<file path="src/rtl/omq_pkg.sv">
// Shared constants, codes and types of the ordered match queue.
package omq_pkg;

    localparam int DEPTH     = 64;
    localparam int IDX_W     = $clog2(DEPTH);
    localparam int CNT_W     = $clog2(DEPTH + 1);

    localparam int KEY_LO_W  = 64;
    localparam int KEY_HI_W  = 16;
    localparam int VAL_W     = 16;
    localparam int STAT_W    = 3;
    localparam int OCC_W     = 7;

    localparam int S_DATA_W  = 96;
    localparam int S_USER_W  = 1;
    localparam int M_DATA_W  = 104;
    localparam int M_USER_W  = 3;

    localparam int FQ_DEPTH  = 2;
    localparam int FQ_PTR_W  = (FQ_DEPTH > 1) ? $clog2(FQ_DEPTH) : 1;
    localparam int FQ_CNT_W  = $clog2(FQ_DEPTH + 1);

    localparam logic REQ_INSERT = 1'b0;
    localparam logic REQ_REMOVE = 1'b1;

    typedef enum logic [1:0] {
        OP_INSERT = 2'd0,
        OP_REMOVE = 2'd1,
        OP_ZERO   = 2'd2
    } op_t;

    typedef enum logic [STAT_W-1:0] {
        STAT_ADDED   = 3'd0,
        STAT_REMOVED = 3'd1,
        STAT_ZERO    = 3'd2,
        STAT_FULL    = 3'd3,
        STAT_DUP     = 3'd4,
        STAT_EMPTY   = 3'd5,
        STAT_NOMATCH = 3'd6
    } status_t;

    typedef struct packed {
        logic [VAL_W-1:0]    value;
        logic [KEY_HI_W-1:0] key_high;
        logic [KEY_LO_W-1:0] key_low;
    } entry_t;

    localparam int ENTRY_W = $bits(entry_t);
    localparam int M_PAD_W = M_DATA_W - ENTRY_W - OCC_W;

    typedef struct packed {
        op_t    op;
        entry_t entry;
    } cmd_t;

    typedef struct packed {
        logic             wr_en;
        logic [IDX_W-1:0] wr_idx;
        logic             shift_en;
        logic [DEPTH-1:0] shift_mask;
    } cell_ctrl_t;

endpackage

</file>
<file path="src/rtl/omq_back.sv">
// Queue engine: compare, resolve, update the cells and hold the result item.
module omq_back
(
    input  logic                       clk,
    input  logic                       rst_n,
    input  logic                       fifo_not_empty,
    input  omq_pkg::cmd_t              fifo_cmd,
    output logic                       fifo_pop,
    output omq_pkg::cell_ctrl_t        ctrl,
    output omq_pkg::entry_t            wr_entry,
    output omq_pkg::entry_t            cmp_entry,
    output logic [omq_pkg::CNT_W-1:0]  count,
    output logic [omq_pkg::DEPTH-1:0]  sel,
    input  logic [omq_pkg::DEPTH-1:0]  key_hit,
    input  logic [omq_pkg::DEPTH-1:0]  val_hit,
    input  omq_pkg::entry_t            rd_entry,
    output logic                       res_valid,
    input  logic                       res_ready,
    output omq_pkg::status_t           res_status,
    output omq_pkg::entry_t            res_entry,
    output logic [omq_pkg::OCC_W-1:0]  res_occ
);
    import omq_pkg::*;

    typedef enum logic [2:0] {
        S_IDLE = 3'b001,
        S_CMP  = 3'b010,
        S_RES  = 3'b100
    } state_t;

    localparam logic [DEPTH-1:0] LSB_ONE = {{(DEPTH - 1){1'b0}}, 1'b1};

    state_t           state_reg;
    state_t           state_next;
    cmd_t             cmd_reg;
    logic [CNT_W-1:0] count_reg;
    logic [CNT_W-1:0] count_next;
    logic [DEPTH-1:0] key_hit_reg;
    logic [DEPTH-1:0] val_hit_reg;
    logic             res_valid_reg;
    status_t          status_reg;
    status_t          status_next;
    entry_t           out_entry_reg;
    entry_t           out_entry_next;
    logic [OCC_W-1:0] occ_reg;

    logic             out_free;
    logic             done;
    logic             do_write;
    logic             do_shift;
    logic [DEPTH-1:0] first_hit;

    assign out_free  = !res_valid_reg || res_ready;
    assign done      = (state_reg == S_RES) && out_free;
    assign fifo_pop  = fifo_not_empty && ((state_reg == S_IDLE) || done);

    assign first_hit = val_hit_reg & (~val_hit_reg + LSB_ONE);
    assign sel       = first_hit;
    assign cmp_entry = cmd_reg.entry;
    assign wr_entry  = cmd_reg.entry;
    assign count     = count_reg;

    assign ctrl.wr_en      = done && do_write;
    assign ctrl.wr_idx     = count_reg[IDX_W-1:0];
    assign ctrl.shift_en   = done && do_shift;
    assign ctrl.shift_mask = ~(first_hit - LSB_ONE);

    always_comb
    begin
        status_next    = STAT_ZERO;
        out_entry_next = '0;
        count_next     = count_reg;
        do_write       = 1'b0;
        do_shift       = 1'b0;
        unique case (cmd_reg.op)
            OP_ZERO:
            begin
                status_next = STAT_ZERO;
            end
            OP_INSERT:
            begin
                if (count_reg >= CNT_W'(DEPTH))
                begin
                    status_next = STAT_FULL;
                end
                else if (key_hit_reg != '0)
                begin
                    status_next = STAT_DUP;
                end
                else
                begin
                    status_next = STAT_ADDED;
                    do_write    = 1'b1;
                    count_next  = count_reg + CNT_W'(1);
                end
            end
            OP_REMOVE:
            begin
                if (count_reg == '0)
                begin
                    status_next = STAT_EMPTY;
                end
                else if (val_hit_reg == '0)
                begin
                    status_next = STAT_NOMATCH;
                end
                else
                begin
                    status_next    = STAT_REMOVED;
                    do_shift       = 1'b1;
                    out_entry_next = rd_entry;
                    count_next     = count_reg - CNT_W'(1);
                end
            end
            default:
            begin
                status_next = STAT_ZERO;
            end
        endcase
    end

    always_comb
    begin
        state_next = state_reg;
        unique case (state_reg)
            S_IDLE:
            begin
                if (fifo_pop)
                begin
                    state_next = S_CMP;
                end
            end
            S_CMP:
            begin
                state_next = S_RES;
            end
            S_RES:
            begin
                if (done)
                begin
                    state_next = fifo_pop ? S_CMP : S_IDLE;
                end
            end
            default:
            begin
                state_next = S_IDLE;
            end
        endcase
    end

    always_ff @(posedge clk)
    begin
        if (fifo_pop)
        begin
            cmd_reg <= fifo_cmd;
        end
        if (state_reg == S_CMP)
        begin
            key_hit_reg <= key_hit;
            val_hit_reg <= val_hit;
        end
        if (done)
        begin
            status_reg    <= status_next;
            out_entry_reg <= out_entry_next;
            occ_reg       <= OCC_W'(count_next);
        end
    end

    always_ff @(posedge clk or negedge rst_n)
    begin
        if (!rst_n)
        begin
            state_reg     <= S_IDLE;
            count_reg     <= '0;
            res_valid_reg <= 1'b0;
        end
        else
        begin
            state_reg <= state_next;
            if (done)
            begin
                count_reg <= count_next;
            end
            if (done)
            begin
                res_valid_reg <= 1'b1;
            end
            else if (res_ready)
            begin
                res_valid_reg <= 1'b0;
            end
        end
    end

    assign res_valid  = res_valid_reg;
    assign res_status = status_reg;
    assign res_entry  = out_entry_reg;
    assign res_occ    = occ_reg;

endmodule

</file>
<file path="config.mk">
export PLATFORM = sky130hd
export DESIGN_NAME = omq_back
export DESIGN_NICKNAME = d
export VERILOG_FILES = /design/src/rtl/omq_pkg.sv /design/src/rtl/omq_back.sv
export SDC_FILE = /design/constraint.sdc
export NUM_CORES = 1
export LEC_CHECK = 0
export BUFFER_PORTS_ARGS = -buffer_cell sky130_fd_sc_hd__buf_2
export CAP_MARGIN = 20
export CORE_AREA = 2 2 297 299
export CTS_CLUSTER_DIAMETER = 200
export DETAILED_ROUTE_END_ITERATION = 12
export DIE_AREA = 0 0 299 301
export PLACE_DENSITY = 0.34
export RECOVER_POWER = 100
export SYNTH_ARGS = -nofsm -noshare
export SYNTH_HDL_FRONTEND = slang
export SYNTH_SLANG_ARGS = --single-unit
</file>
<file path="constraint.sdc">
create_clock -name clk -period 18.2 [get_ports clk]
set_input_delay 0.91 -clock clk [delete_from_list [all_inputs] [get_ports clk]]
set_output_delay 0.91 -clock clk [all_outputs]
set_load 0.02 [all_outputs]
</file>
==> flow_summary.yaml <==
clock_network:
  hold_buffers: 0
  postCtsSetupRepairBufs: 0
  clockBufferDepth: 3
  cts.htree.levels: 2
  clk_latency_ps: 570
  cts_tree: "yes"
  cts_buffers: 43
  path_clk_slew_ps: 60
  cts_root_buf: "clkbuf_16"
  cts_sinks: 343
  cts-resized-gates: 0
logic_synthesis:
  synth_flop_cell: "edfxtp_1"
  yosysSeqAreaShare_pct: 70.2
  syn_nets: 1363
  ys_warn_count: 0
  synth-edff-count: 332
  synth_cell_types: 62
  ys_ff_latch: 343
  async_reset_ff_share_pct: 3.21
  netlist_area_um2: 14600
  syn_avg_cell_area_um2: 14.1
  syn_inst: 1034
drt:
  drtAntennaViolNets: 0
  viasPerCell: 3.61
  first_pass_iters: 5
  drt_iter0_drc: 580
  drcViolationCount: 0
  vias: 10200
  wirelength_um: 56700
  wl_per_cell_um: 20.1
floorplanning:
  coreArea_um2: 86500
  dieArea_um2: 90000
  rows: 108
  die_w_um: 299
  start_util_pct: 16.9
  dieHeight_um: 301
  ioPinCount: 769
timing:
  max_freq_ghz: 0.143
  tightest_slew_ps: 4100
  maxSlewHeadroom_pct: -173
  final.setup.tns_ps: 0
  finalCritPeriodShare_pct: 38.4
  period_minus_slack_ps: 6990
  finClkSkew_ps: 22.2
  slew_violations: 461
  finalSetupViolCount: 0
  rsz0062_at_grt: "false"
  hold_viol: 0
final_layout:
  area_growth_pct: 30.5
  fin_nets: 1961
  final_area_um2: 19000
  final_cells: 2818
  layout-drive-gt1-share_pct: 23.7
critical_path:
  rr_endpoint: "cmp_entry[80]$_DFFE_PP_"
  crit_path_start_kind: "flop"
  crit_path_end_kind: "flop"
  critPathBufInv: 2
  path_class: "flop to flop"
  path_cells: "nor2_1, nand3_1, clkinvlp_2, o21a_1, clkbuf_1"
  cp.arrival_ps: 7070
  reg2reg_slack_ps: 11210
  cp_top_family: "buffers and inverters"
  r2r_start: "state_reg[1]$_DFFE_PN0P_"
  critical-path-max-stage-delay_ps: 2540
  cp_slowest_cell: "clkbuf_1"
  reg2regPathDepth: 5
  cp.required_ps: 18280
  cp_max_fo: 63
hold_path:
  min_path_type: "input port to asynchronous set/reset pin"
global_routing:
  grt_pass1_wl_um: 75500
  antenna_found_initial: 11
  grt_overflow_total: 0
  grt_max_degree: 70
  grtUsageTotal_pct: 11.7
  first_global_vias: 10200
job:
  drv_cap: 9
power_and_ir_drop:
  powerDensity_nw_per_um2: 127
  vdd_drop_max_v: 0.0000605
  leakagePower_uw: 0.00660
status:
  status: "finished with violations"
  violations: "capacitance limit, slew limit"
place:
  hpwl_um: 45200
  dp_cells: 2742
  io_buffers: 768
  gp_congestion: 0.844
  place_area_um2: 18400
layout make-up:
cell class | instances | area [µm²]
Antenna cell | 3 | 7.51
Clock buffer | 52 | 1130
Clock inverter | 21 | 190
Fill cell | 9629 | 67400
Inverter | 50 | 190
Multi-Input combinational cell | 416 | 2500
Sequential cell | 343 | 10200
Tap cell | 1155 | 1450
Timing Repair Buffer | 778 | 3330
worst max path at each step:
stage	to	cells past startpoint	startpoint	slack, ps
6_report	cmp_entry[80]$_DFFE_PP_	5	state_reg[1]$_DFFE_PN0P_	11210
5_1_grt	cmp_entry[47]$_DFFE_PP_	5	state_reg[1]$_DFFE_PN0P_	10450
4_1_cts	sel[45]	8	val_hit_reg[5]$_DFFE_PP_	13370
3_5_place_dp	sel[45]	8	val_hit_reg[5]$_DFFE_PP_	14020
3_3_place_gp	ctrl[44]	8	val_hit_reg[5]$_DFFE_PP_	14090
2_1_floorplan	key_hit_reg[0]$_DFFE_PP_	2	state_reg[2]$_DFFE_PN0P_	7590
cell families (layout without fill, tap and decap cells):
| group | Yosys count | in the layout | synth area share, % |
|---|---|---|---|
| compound gates | 45 | 45 | 2.27 |
| xor+xnor | 3 | 3 | 0.180 |
| fa+ha+maj | 3 | 3 | 0.257 |
| buf+inv | 275 | 901 | 12.4 |
| flops | 343 | 343 | 70.2 |
| mux | 7 | 7 | 0.489 |
| other cells | 0 | 3 | 0 |
| simple gates | 358 | 358 | 14.2 |
through the flow:
step	hold WS, ps	setup WS [ps]	util [%]	total power, µW
after floorplan	487	7590	-	1530
after global placement	516	14090	21.2	1640
after detailed placement	520	14020	21.2	1640
after CTS	187	13370	22.7	2490
after global routing	399	10450	22.0	2530
final	397	11210	22.0	2410
cell usage in the layout (no fill, tap or decap), drive strengths merged, types with 17 or more instances in the layout:
cell type / count
and3: 18
nand2: 25
nor2: 63
edfxtp: 332
buf: 324
nor3: 17
clkbuf: 506
inv: 48
and2: 113
nor4: 33
Yosys cell counts, types with 2 or more instances:
cell	count	area [µm²]
nand4b_1	3	26.3
mux2i_1	6	60.1
xnor2_1	2	17.5
nand2_1	25	93.8
nand3b_1	2	15.0
clkbuf_1	23	86.3
nor4_1	32	200
o221ai_1	2	17.5
o21ai_0	10	50.1
buf_4	200	1500
or3_1	14	87.6
edfxtp_1	332	9970
nor4b_1	3	26.3
nor3_1	15	75.1
a211oi_1	2	15.0
ha_1	3	37.5
or2_2	6	37.5
or4_1	7	52.6
nand2b_1	10	62.6
a31oi_1	2	12.5
or4_4	2	22.5
and2_1	112	701
nand4_1	12	75.1
nor2b_1	4	25.0
o21a_1	5	37.5
o31ai_1	2	15.0
nor3b_1	7	52.6
inv_1	47	176
and3_1	18	113
a21oi_1	3	15.0
a31o_2	3	26.3
o211ai_1	4	30.0
nand3_1	15	75.1
dfrtp_1	10	250
nor2_1	63	236
and4_1	2	17.5
report_power, final:
group          switching (µW)  total (µW)  internal (µW)
registers                82.8        1130           1050
logic                     354         458            104
clock network             341         822            482
total                     778        2410           1630
metal layers:
metal	vias to the layer above	track usage (%)	part of all wire [%]
li1	4713	-	-
met1	4949	13.3	38
met2	440	21.0	52
met3	68	3.68	7.7
met4	8	3.55	2.2
met5	-	0	0.11
(Power assumes the default switching activity.)
