`src/rtl/omq_pkg.sv`:
```
// Shared constants, codes and types of the ordered match queue.
package omq_pkg;

    localparam int DEPTH     = 64;
    localparam int IDX_W     = $clog2(DEPTH);
    localparam int CNT_W     = $clog2(DEPTH + 1);

    localparam int KEY_LO_W  = 64;
    localparam int KEY_HI_W  = 16;
    localparam int VAL_W     = 16;
    localparam int STAT_W    = 3;
    localparam int OCC_W     = 7;

    localparam int S_DATA_W  = 96;
    localparam int S_USER_W  = 1;
    localparam int M_DATA_W  = 104;
    localparam int M_USER_W  = 3;

    localparam int FQ_DEPTH  = 2;
    localparam int FQ_PTR_W  = (FQ_DEPTH > 1) ? $clog2(FQ_DEPTH) : 1;
    localparam int FQ_CNT_W  = $clog2(FQ_DEPTH + 1);

    localparam logic REQ_INSERT = 1'b0;
    localparam logic REQ_REMOVE = 1'b1;

    typedef enum logic [1:0] {
        OP_INSERT = 2'd0,
        OP_REMOVE = 2'd1,
        OP_ZERO   = 2'd2
    } op_t;

    typedef enum logic [STAT_W-1:0] {
        STAT_ADDED   = 3'd0,
        STAT_REMOVED = 3'd1,
        STAT_ZERO    = 3'd2,
        STAT_FULL    = 3'd3,
        STAT_DUP     = 3'd4,
        STAT_EMPTY   = 3'd5,
        STAT_NOMATCH = 3'd6
    } status_t;

    typedef struct packed {
        logic [VAL_W-1:0]    value;
        logic [KEY_HI_W-1:0] key_high;
        logic [KEY_LO_W-1:0] key_low;
    } entry_t;

    localparam int ENTRY_W = $bits(entry_t);
    localparam int M_PAD_W = M_DATA_W - ENTRY_W - OCC_W;

    typedef struct packed {
        op_t    op;
        entry_t entry;
    } cmd_t;

    typedef struct packed {
        logic             wr_en;
        logic [IDX_W-1:0] wr_idx;
        logic             shift_en;
        logic [DEPTH-1:0] shift_mask;
    } cell_ctrl_t;

endpackage

```
`src/rtl/omq_cmd_fifo.sv`:
```
// Short command queue between the request decoder and the queue engine.
module omq_cmd_fifo
(
    input  logic          clk,
    input  logic          rst_n,
    input  logic          push,
    input  omq_pkg::cmd_t push_cmd,
    output logic          can_push,
    input  logic          pop,
    output omq_pkg::cmd_t pop_cmd,
    output logic          not_empty
);
    import omq_pkg::*;

    cmd_t                mem_reg [FQ_DEPTH];
    logic [FQ_PTR_W-1:0] wr_ptr_reg;
    logic [FQ_PTR_W-1:0] wr_ptr_next;
    logic [FQ_PTR_W-1:0] rd_ptr_reg;
    logic [FQ_PTR_W-1:0] rd_ptr_next;
    logic [FQ_CNT_W-1:0] fill_reg;
    logic [FQ_CNT_W-1:0] fill_next;

    assign can_push  = (fill_reg != FQ_CNT_W'(FQ_DEPTH));
    assign not_empty = (fill_reg != '0);
    assign pop_cmd   = mem_reg[rd_ptr_reg];

    always_comb
    begin
        wr_ptr_next = wr_ptr_reg;
        rd_ptr_next = rd_ptr_reg;
        fill_next   = fill_reg;
        if (push)
        begin
            wr_ptr_next = (wr_ptr_reg == FQ_PTR_W'(FQ_DEPTH - 1)) ? '0
                                                                  : wr_ptr_reg + FQ_PTR_W'(1);
        end
        if (pop)
        begin
            rd_ptr_next = (rd_ptr_reg == FQ_PTR_W'(FQ_DEPTH - 1)) ? '0
                                                                  : rd_ptr_reg + FQ_PTR_W'(1);
        end
        if (push && !pop)
        begin
            fill_next = fill_reg + FQ_CNT_W'(1);
        end
        else if (pop && !push)
        begin
            fill_next = fill_reg - FQ_CNT_W'(1);
        end
    end

    always_ff @(posedge clk)
    begin
        if (push)
        begin
            mem_reg[wr_ptr_reg] <= push_cmd;
        end
    end

    always_ff @(posedge clk or negedge rst_n)
    begin
        if (!rst_n)
        begin
            wr_ptr_reg <= '0;
            rd_ptr_reg <= '0;
            fill_reg   <= '0;
        end
        else
        begin
            wr_ptr_reg <= wr_ptr_next;
            rd_ptr_reg <= rd_ptr_next;
            fill_reg   <= fill_next;
        end
    end

endmodule

```
`config.mk`:
```
export PLATFORM = sky130hd
export DESIGN_NAME = omq_cmd_fifo
export DESIGN_NICKNAME = d
export VERILOG_FILES = /design/src/rtl/omq_pkg.sv /design/src/rtl/omq_cmd_fifo.sv
export SDC_FILE = /design/constraint.sdc
export NUM_CORES = 1
export LEC_CHECK = 0
export BUFFER_PORTS_ARGS = -buffer_cell sky130_fd_sc_hd__buf_2
export CAP_MARGIN = 20
export CORE_UTILIZATION = 49
export CTS_BUF_LIST = sky130_fd_sc_hd__clkbuf_4
export CTS_CLUSTER_DIAMETER = 80
export DETAILED_ROUTE_END_ITERATION = 10
export PLACE_DENSITY = 0.84
export SKIP_LAST_GASP = 1
export SLEW_MARGIN = 0
export SYNTH_ARGS = -nofsm -noshare
export SYNTH_HDL_FRONTEND = slang
export SYNTH_SLANG_ARGS = --single-unit
```
`constraint.sdc`:
```
create_clock -name clk -period 5.1 [get_ports clk]
set_clock_uncertainty 0.2 [all_clocks]
set_input_delay 0.765 -clock clk [delete_from_list [all_inputs] [get_ports clk]]
set_output_delay 0.765 -clock clk [all_outputs]
set_load 0.005 [all_outputs]
```
==> impl_metrics.yaml, run 1 <==
run_status:
  status: "finished, final reports clean"
floorplan:
  initial_core_util_pct: 50.2
  die_h_um: 124
  dieArea_sq_um: 15400
  pin_count: 202
  placementRows: 44
  die_x_um: 124
  core_area_sq_um: 14500
global_routing:
  grt_pass1_vias: 3657
  track_usage_pct: 15.8
  grt_max_degree: 86
  grt_pass1_wl_um: 17400
  antenna_found_initial: 0
  grt_overflow: 0
setup_path:
  required_ns: 4.14
  crit_fanout: 44
  cp-start-kind: "flop"
  cp-end-kind: "output port"
  max_stage_delay_ns: 0.82
  path_class: "flop to output port"
  critical_path_arrival_ns: 2.50
  cpMaxStageDelayCell: "dfrtp_4"
  path_cells: "buf_16, buf_4, mux2_2, buf_2"
  path_delay_family: "flip-flops"
  crit_buf_inv: 3
hold_path:
  hp-class: "input pin to flop"
synthesis:
  syn-num-nets: 424
  synth_top_area_share_pct: 80.7
  syn_inst: 321
  ys_seq_area_share_pct: 82.1
  ys_warn_count: 0
  ys_types: 15
  synth_seq_cells: 200
  synth_area_per_cell_sq_um: 22.7
  synth.largest_area_cell: "edfxtp_1"
  netlist_area_sq_um: 7290
  synth_area_leaders: "edfxtp_1, mux2_2, mux2_4"
power:
  p_leak_nw: 3.32
  pwr_density_cell_nw_per_um2: 483
  vdd_drop_max_mv: 0.389
timing:
  fin_crit_ns: 3.46
  relSlewSlack_pct: 31.3
  finalHoldViolCount: 0
  fmax_mhz: 289
  rsz0062_at_grt: "false"
  post-route-period-util_pct: 67.9
  maxSlewViolCount: 0
  tns_ns: 0
  setup_slack_ns: 1.64
  setup_violations: 0
  whs_ns: 0.201
  worstMarginPinSlew_ns: 1.03
clock_tree:
  cts_buffers: 17
  cts_setup_buffers: 0
  cts.sinks: 200
  htree_levels: 4
  clk_pin_slew_ns: 0.14
  clk_latency_ns: 0.54
  cts_tree: "built"
  clk_path_buf_depth: 2
  cts_root_buf: "clkbuf_4"
place:
  dp_slack_ns: 2.02
  hpwl_um: 8010
  gp_congestion: 0.676
  portBuffers: 201
routing:
  drt_iter0_markers: 183
  wl_per_cell_um: 16.4
  wirelength_um: 12000
  route.detailed.drc: 0
  vias: 3639
  via_per_inst: 4.98
  dr.pass1.iters: 4
  ant_nets: 0
cells_and_area:
  final_nets: 639
  largest_register_ffs: 196
  n_antenna_cell: 0
  syn_to_final_growth_pct: 20.3
  drive_above_1_share_pct: 61.4
run:
  drv_cap: 0
## through the flow
stage | util (%) | instances | instance area, sq um | total power [mW]
floorplan | - | 321 | 7290 | 3.10
global placement | 58.5 | 699 | 8500 | 3.52
detailed placement | 58.5 | 699 | 8500 | 3.57
CTS | 60.1 | 730 | 8740 | 4.27
global route | 60.3 | 731 | 8770 | 4.48
finish | 60.3 | 731 | 8770 | 4.23
## worst register-to-register path, stage by stage (launching register included)
cell     delay [ns]
dfrtp_1        0.44
and2_4         0.85
buf_4          0.47
## cell families after synthesis
family / count (synthesis) / share of synthesized area, %
DFF: 200 / 82.1
muxes: 98 / 15.7
buffers and inverters: 12 / 1.06
xor gates and xnor gates: 5 / 0.601
and+or+nand+nor: 5 / 0.395
adders and majority gates: 1 / 0.172
## Yosys cell counts, drive strengths merged
library cell	count
xor2	4
inv	1
nor2b	1
nand2b	1
edfxtp	196
xnor2	1
dfrtp	4
nor2	1
ha	1
buf	11
or2	1
mux2	98
and2	1
## cells in the final DEF, fill, tap and decap left out, drive strengths merged
| cell | instances |
|---|---|
| buf | 206 |
| edfxtp | 196 |
| mux2 | 98 |
| clkbuf | 20 |
| clkinv | 8 |
| xor2 | 4 |
| dfrtp | 4 |
| or2 | 1 |
| inv | 1 |
| nand2b | 1 |
| and2 | 1 |
| nor2b | 1 |
| xnor2 | 1 |
| nor2 | 1 |
| ha | 1 |
| clkinvlp | 1 |
| bufinv | 1 |
| dlygate4sd3 | 1 |
## what timing repair did
item                      4_1_cts  5_1_grt
hold buffers                    1        0
hold endpoints to repair        4        0
resized for setup               0        0
## layout make-up
type,count,area [sq um]
clock buffers,20,150
clock inverters,10,82.6
fillers,1088,5770
inverters,1,3.75
multi-input cells,109,1240
flip-flops and latches,200,5990
well taps,184,230
repair buffers,207,1070
## final timing paths
| path | start | to | cells after the start | slack [ns] |
|---|---|---|---|---|
| max | rd_ptr_reg | pop_cmd[77] | 4 | 1.64 |
| min in group asynchronous | rst_n | wr_ptr_reg | 2 | 0.37 |
| min reg2reg | fill_reg[1] | fill_reg[1] | 1 | 0.31 |
| min | push_cmd[25] | mem_reg[1][25] | 1 | 0.20 |
| max in group asynchronous | rst_n | rd_ptr_reg | 2 | 4.19 |
| max reg2reg | wr_ptr_reg | mem_reg[1][94] | 2 | 2.81 |
## layer usage
layer  track usage (%)  vias up  part of all wire [%]
li1                  -     1701                     -
met1              17.2     1782                    40
met2              27.2      139                    51
met3              5.77       17                   7.4
met4              7.74        0                   1.9
met5                 0        -                     0
## where the power goes
part	internal [mW]	switching (mW)
Sequential	2.18	0.142
Clock	0.248	0.461
Combinational	0.661	0.538
(Power assumes the default switching activity.)
==> run 2, diff against run 1 <==
--- a/config.mk
+++ b/config.mk
@@ -7,11 +7,11 @@
 export LEC_CHECK = 0
 export BUFFER_PORTS_ARGS = -buffer_cell sky130_fd_sc_hd__buf_2
 export CAP_MARGIN = 20
-export CORE_UTILIZATION = 49
+export CORE_UTILIZATION = 54
 export CTS_BUF_LIST = sky130_fd_sc_hd__clkbuf_4
 export CTS_CLUSTER_DIAMETER = 80
 export DETAILED_ROUTE_END_ITERATION = 10
-export PLACE_DENSITY = 0.84
+export PLACE_DENSITY = 0.87
 export SKIP_LAST_GASP = 1
 export SLEW_MARGIN = 0
 export SYNTH_ARGS = -nofsm -noshare
==> constraint.sdc (replaced) <==
create_clock -name clk -period 3.25 [get_ports clk]
set_clock_uncertainty 0.2 [all_clocks]
set_input_delay 0.4875 -clock clk [delete_from_list [all_inputs] [get_ports clk]]
set_output_delay 0.4875 -clock clk [all_outputs]
set_load 0.005 [all_outputs]
==> run 2 against run 1 <==
Count of clock-buffer cells in the layout decreased by 1. Total power increased by 66%. Critical path type unchanged. Cell count increased by 13%.
==> impl_metrics.yaml, run 2 (synthesis gave the netlist of run 1 again) <==
setup_path:
  cpMaxStageDelayCell: "dfrtp_4"
  max_stage_delay_ns: 0.45
  path_delay_family: "buffers and inverters"
  cp-start-kind: "flop"
  critical_path_arrival_ns: 2.07
  crit_fanout: 99
  path_class: "flop to output port"
  cp-end-kind: "output port"
  path_cells: "buf_12, mux2_2, buf_2"
  required_ns: 2.56
  crit_buf_inv: 2
timing:
  rsz0062_at_grt: "false"
  tns_ns: 0
  maxSlewViolCount: 0
  worstMarginPinSlew_ns: 0.585
  setup_violations: 0
  post-route-period-util_pct: 84.7
  finalHoldViolCount: 0
  fmax_mhz: 363
  setup_slack_ns: 0.497
  relSlewSlack_pct: 61.0
  fin_crit_ns: 2.75
clock_tree:
  clk_path_buf_depth: 2
  clk_pin_slew_ns: 0.15
  clk_latency_ns: 0.54
  cts_tree: "built"
  htree_levels: 4
  cts_root_buf: "clkbuf_4"
  cts.sinks: 200
  cts_buffers: 17
place:
  gp_congestion: 0.705
  dp_slack_ns: 1.14
  portBuffers: 201
  hpwl_um: 7720
cells_and_area:
  syn_to_final_growth_pct: 35.0
  drive_above_1_share_pct: 51.8
  fillers: 755
  layout_common_cells: "buf_2, edfxtp_1, dlygate4sd3_1"
  final_nets: 739
  largest_register_ffs: 196
  final_common_cell: "buf_2"
hold_path:
  hp-class: "flop to flop"
power:
  p_seq_share_pct: 50.5
  switching_share_pct: 27.6
  p_sw_mw: 1.94
  pwr_density_cell_nw_per_um2: 713
  p_int_mw: 5.09
  vdd_drop_max_mv: 0.500
  power_frac_clock_pct: 18.8
  p_leak_nw: 3.77
  p_comb_share_pct: 30.7
routing:
  via_per_inst: 5.00
  wl_per_cell_um: 17.4
  route.detailed.drc: 0
  drt_iter0_markers: 229
  dr.pass1.iters: 6
  vias: 4126
  wirelength_um: 14400
  ant_nets: 0
global_routing:
  antenna_found_initial: 1
  grt_overflow: 0
  grt_max_degree: 100
  grt_pass1_vias: 4405
  track_usage_pct: 21.1
  grt_pass1_wl_um: 21700
floorplan:
  pin_count: 202
  die_x_um: 118
  core_area_sq_um: 13200
  die_h_um: 118
  placementRows: 42
  dieArea_sq_um: 14000
  initial_core_util_pct: 55.3
run:
  drv_cap: 0
run_status:
  status: "finished, final reports clean"
## run 2: final cells by class
class	instances	area [sq um]	area share, %
Multi-Input combinational cell	109	1240	12.6
Sequential cell	200	5990	60.8
Clock buffer	19	143	1.45
Clock inverter	13	154	1.56
Timing Repair Buffer	307	2090	21.3
Inverter	1	3.75	0.0381
Antenna cell	1	2.50	0.0254
Tap cell	176	220	2.24
## run 2: power groups by stage
stage / logic (mW) / clock network, mW / registers [mW]
after global routing: 2.30 / 1.44 / 3.59
after detailed placement: 2.02 / 0 / 3.61
after CTS: 2.13 / 1.34 / 3.54
after floorplan: 1.26 / 0 / 3.57
after global placement: 1.99 / 0 / 3.57
final: 2.15 / 1.32 / 3.55
## run 2: stage by stage
step	std cells	utilization (%)	cell area, sq um	hold WS, ns	total power, mW
final	826	74.6	9840	0.360	7.02
after global routing	826	74.6	9840	0.375	7.33
after CTS	825	74.6	9840	0.314	7.02
after detailed placement	691	64.6	8520	0.102	5.63
after global placement	691	64.6	8520	0.0981	5.56
after floorplan	321	-	7300	-0.00809	4.83
## run 2: final timing paths
check                                start              to  slack (ns)  cells past startpoint
worst max register to register  wr_ptr_reg  mem_reg[1][94]        1.43                      2
worst max-delay path            rd_ptr_reg     pop_cmd[89]        0.50                      3
worst min register to register  wr_ptr_reg      wr_ptr_reg        0.36                      1
worst min-delay path            wr_ptr_reg      wr_ptr_reg        0.36                      1
max in group asynchronous            rst_n      rd_ptr_reg        1.99                      3
min in group asynchronous            rst_n     fill_reg[1]        0.63                      3
## run 2: per-layer routing
layer  global-route usage (%)  routed length [um]  up-vias
met1                     22.1                5310     2015
met3                     5.07                 724       31
met5                        0                   0        -
li1                         -                   -     1908
met4                     10.5                 432        0
met2                     39.0                7920      172
## run 2: repair_timing
| item | CTS | global route |
|---|---|---|
| endpoints found under the setup margin | 0 | 0 |
| hold buffers | 102 | 0 |
| gates resized for setup | 0 | 0 |
| hold endpoints to repair | 202 | 0 |
| buffers inserted | 0 | 0 |
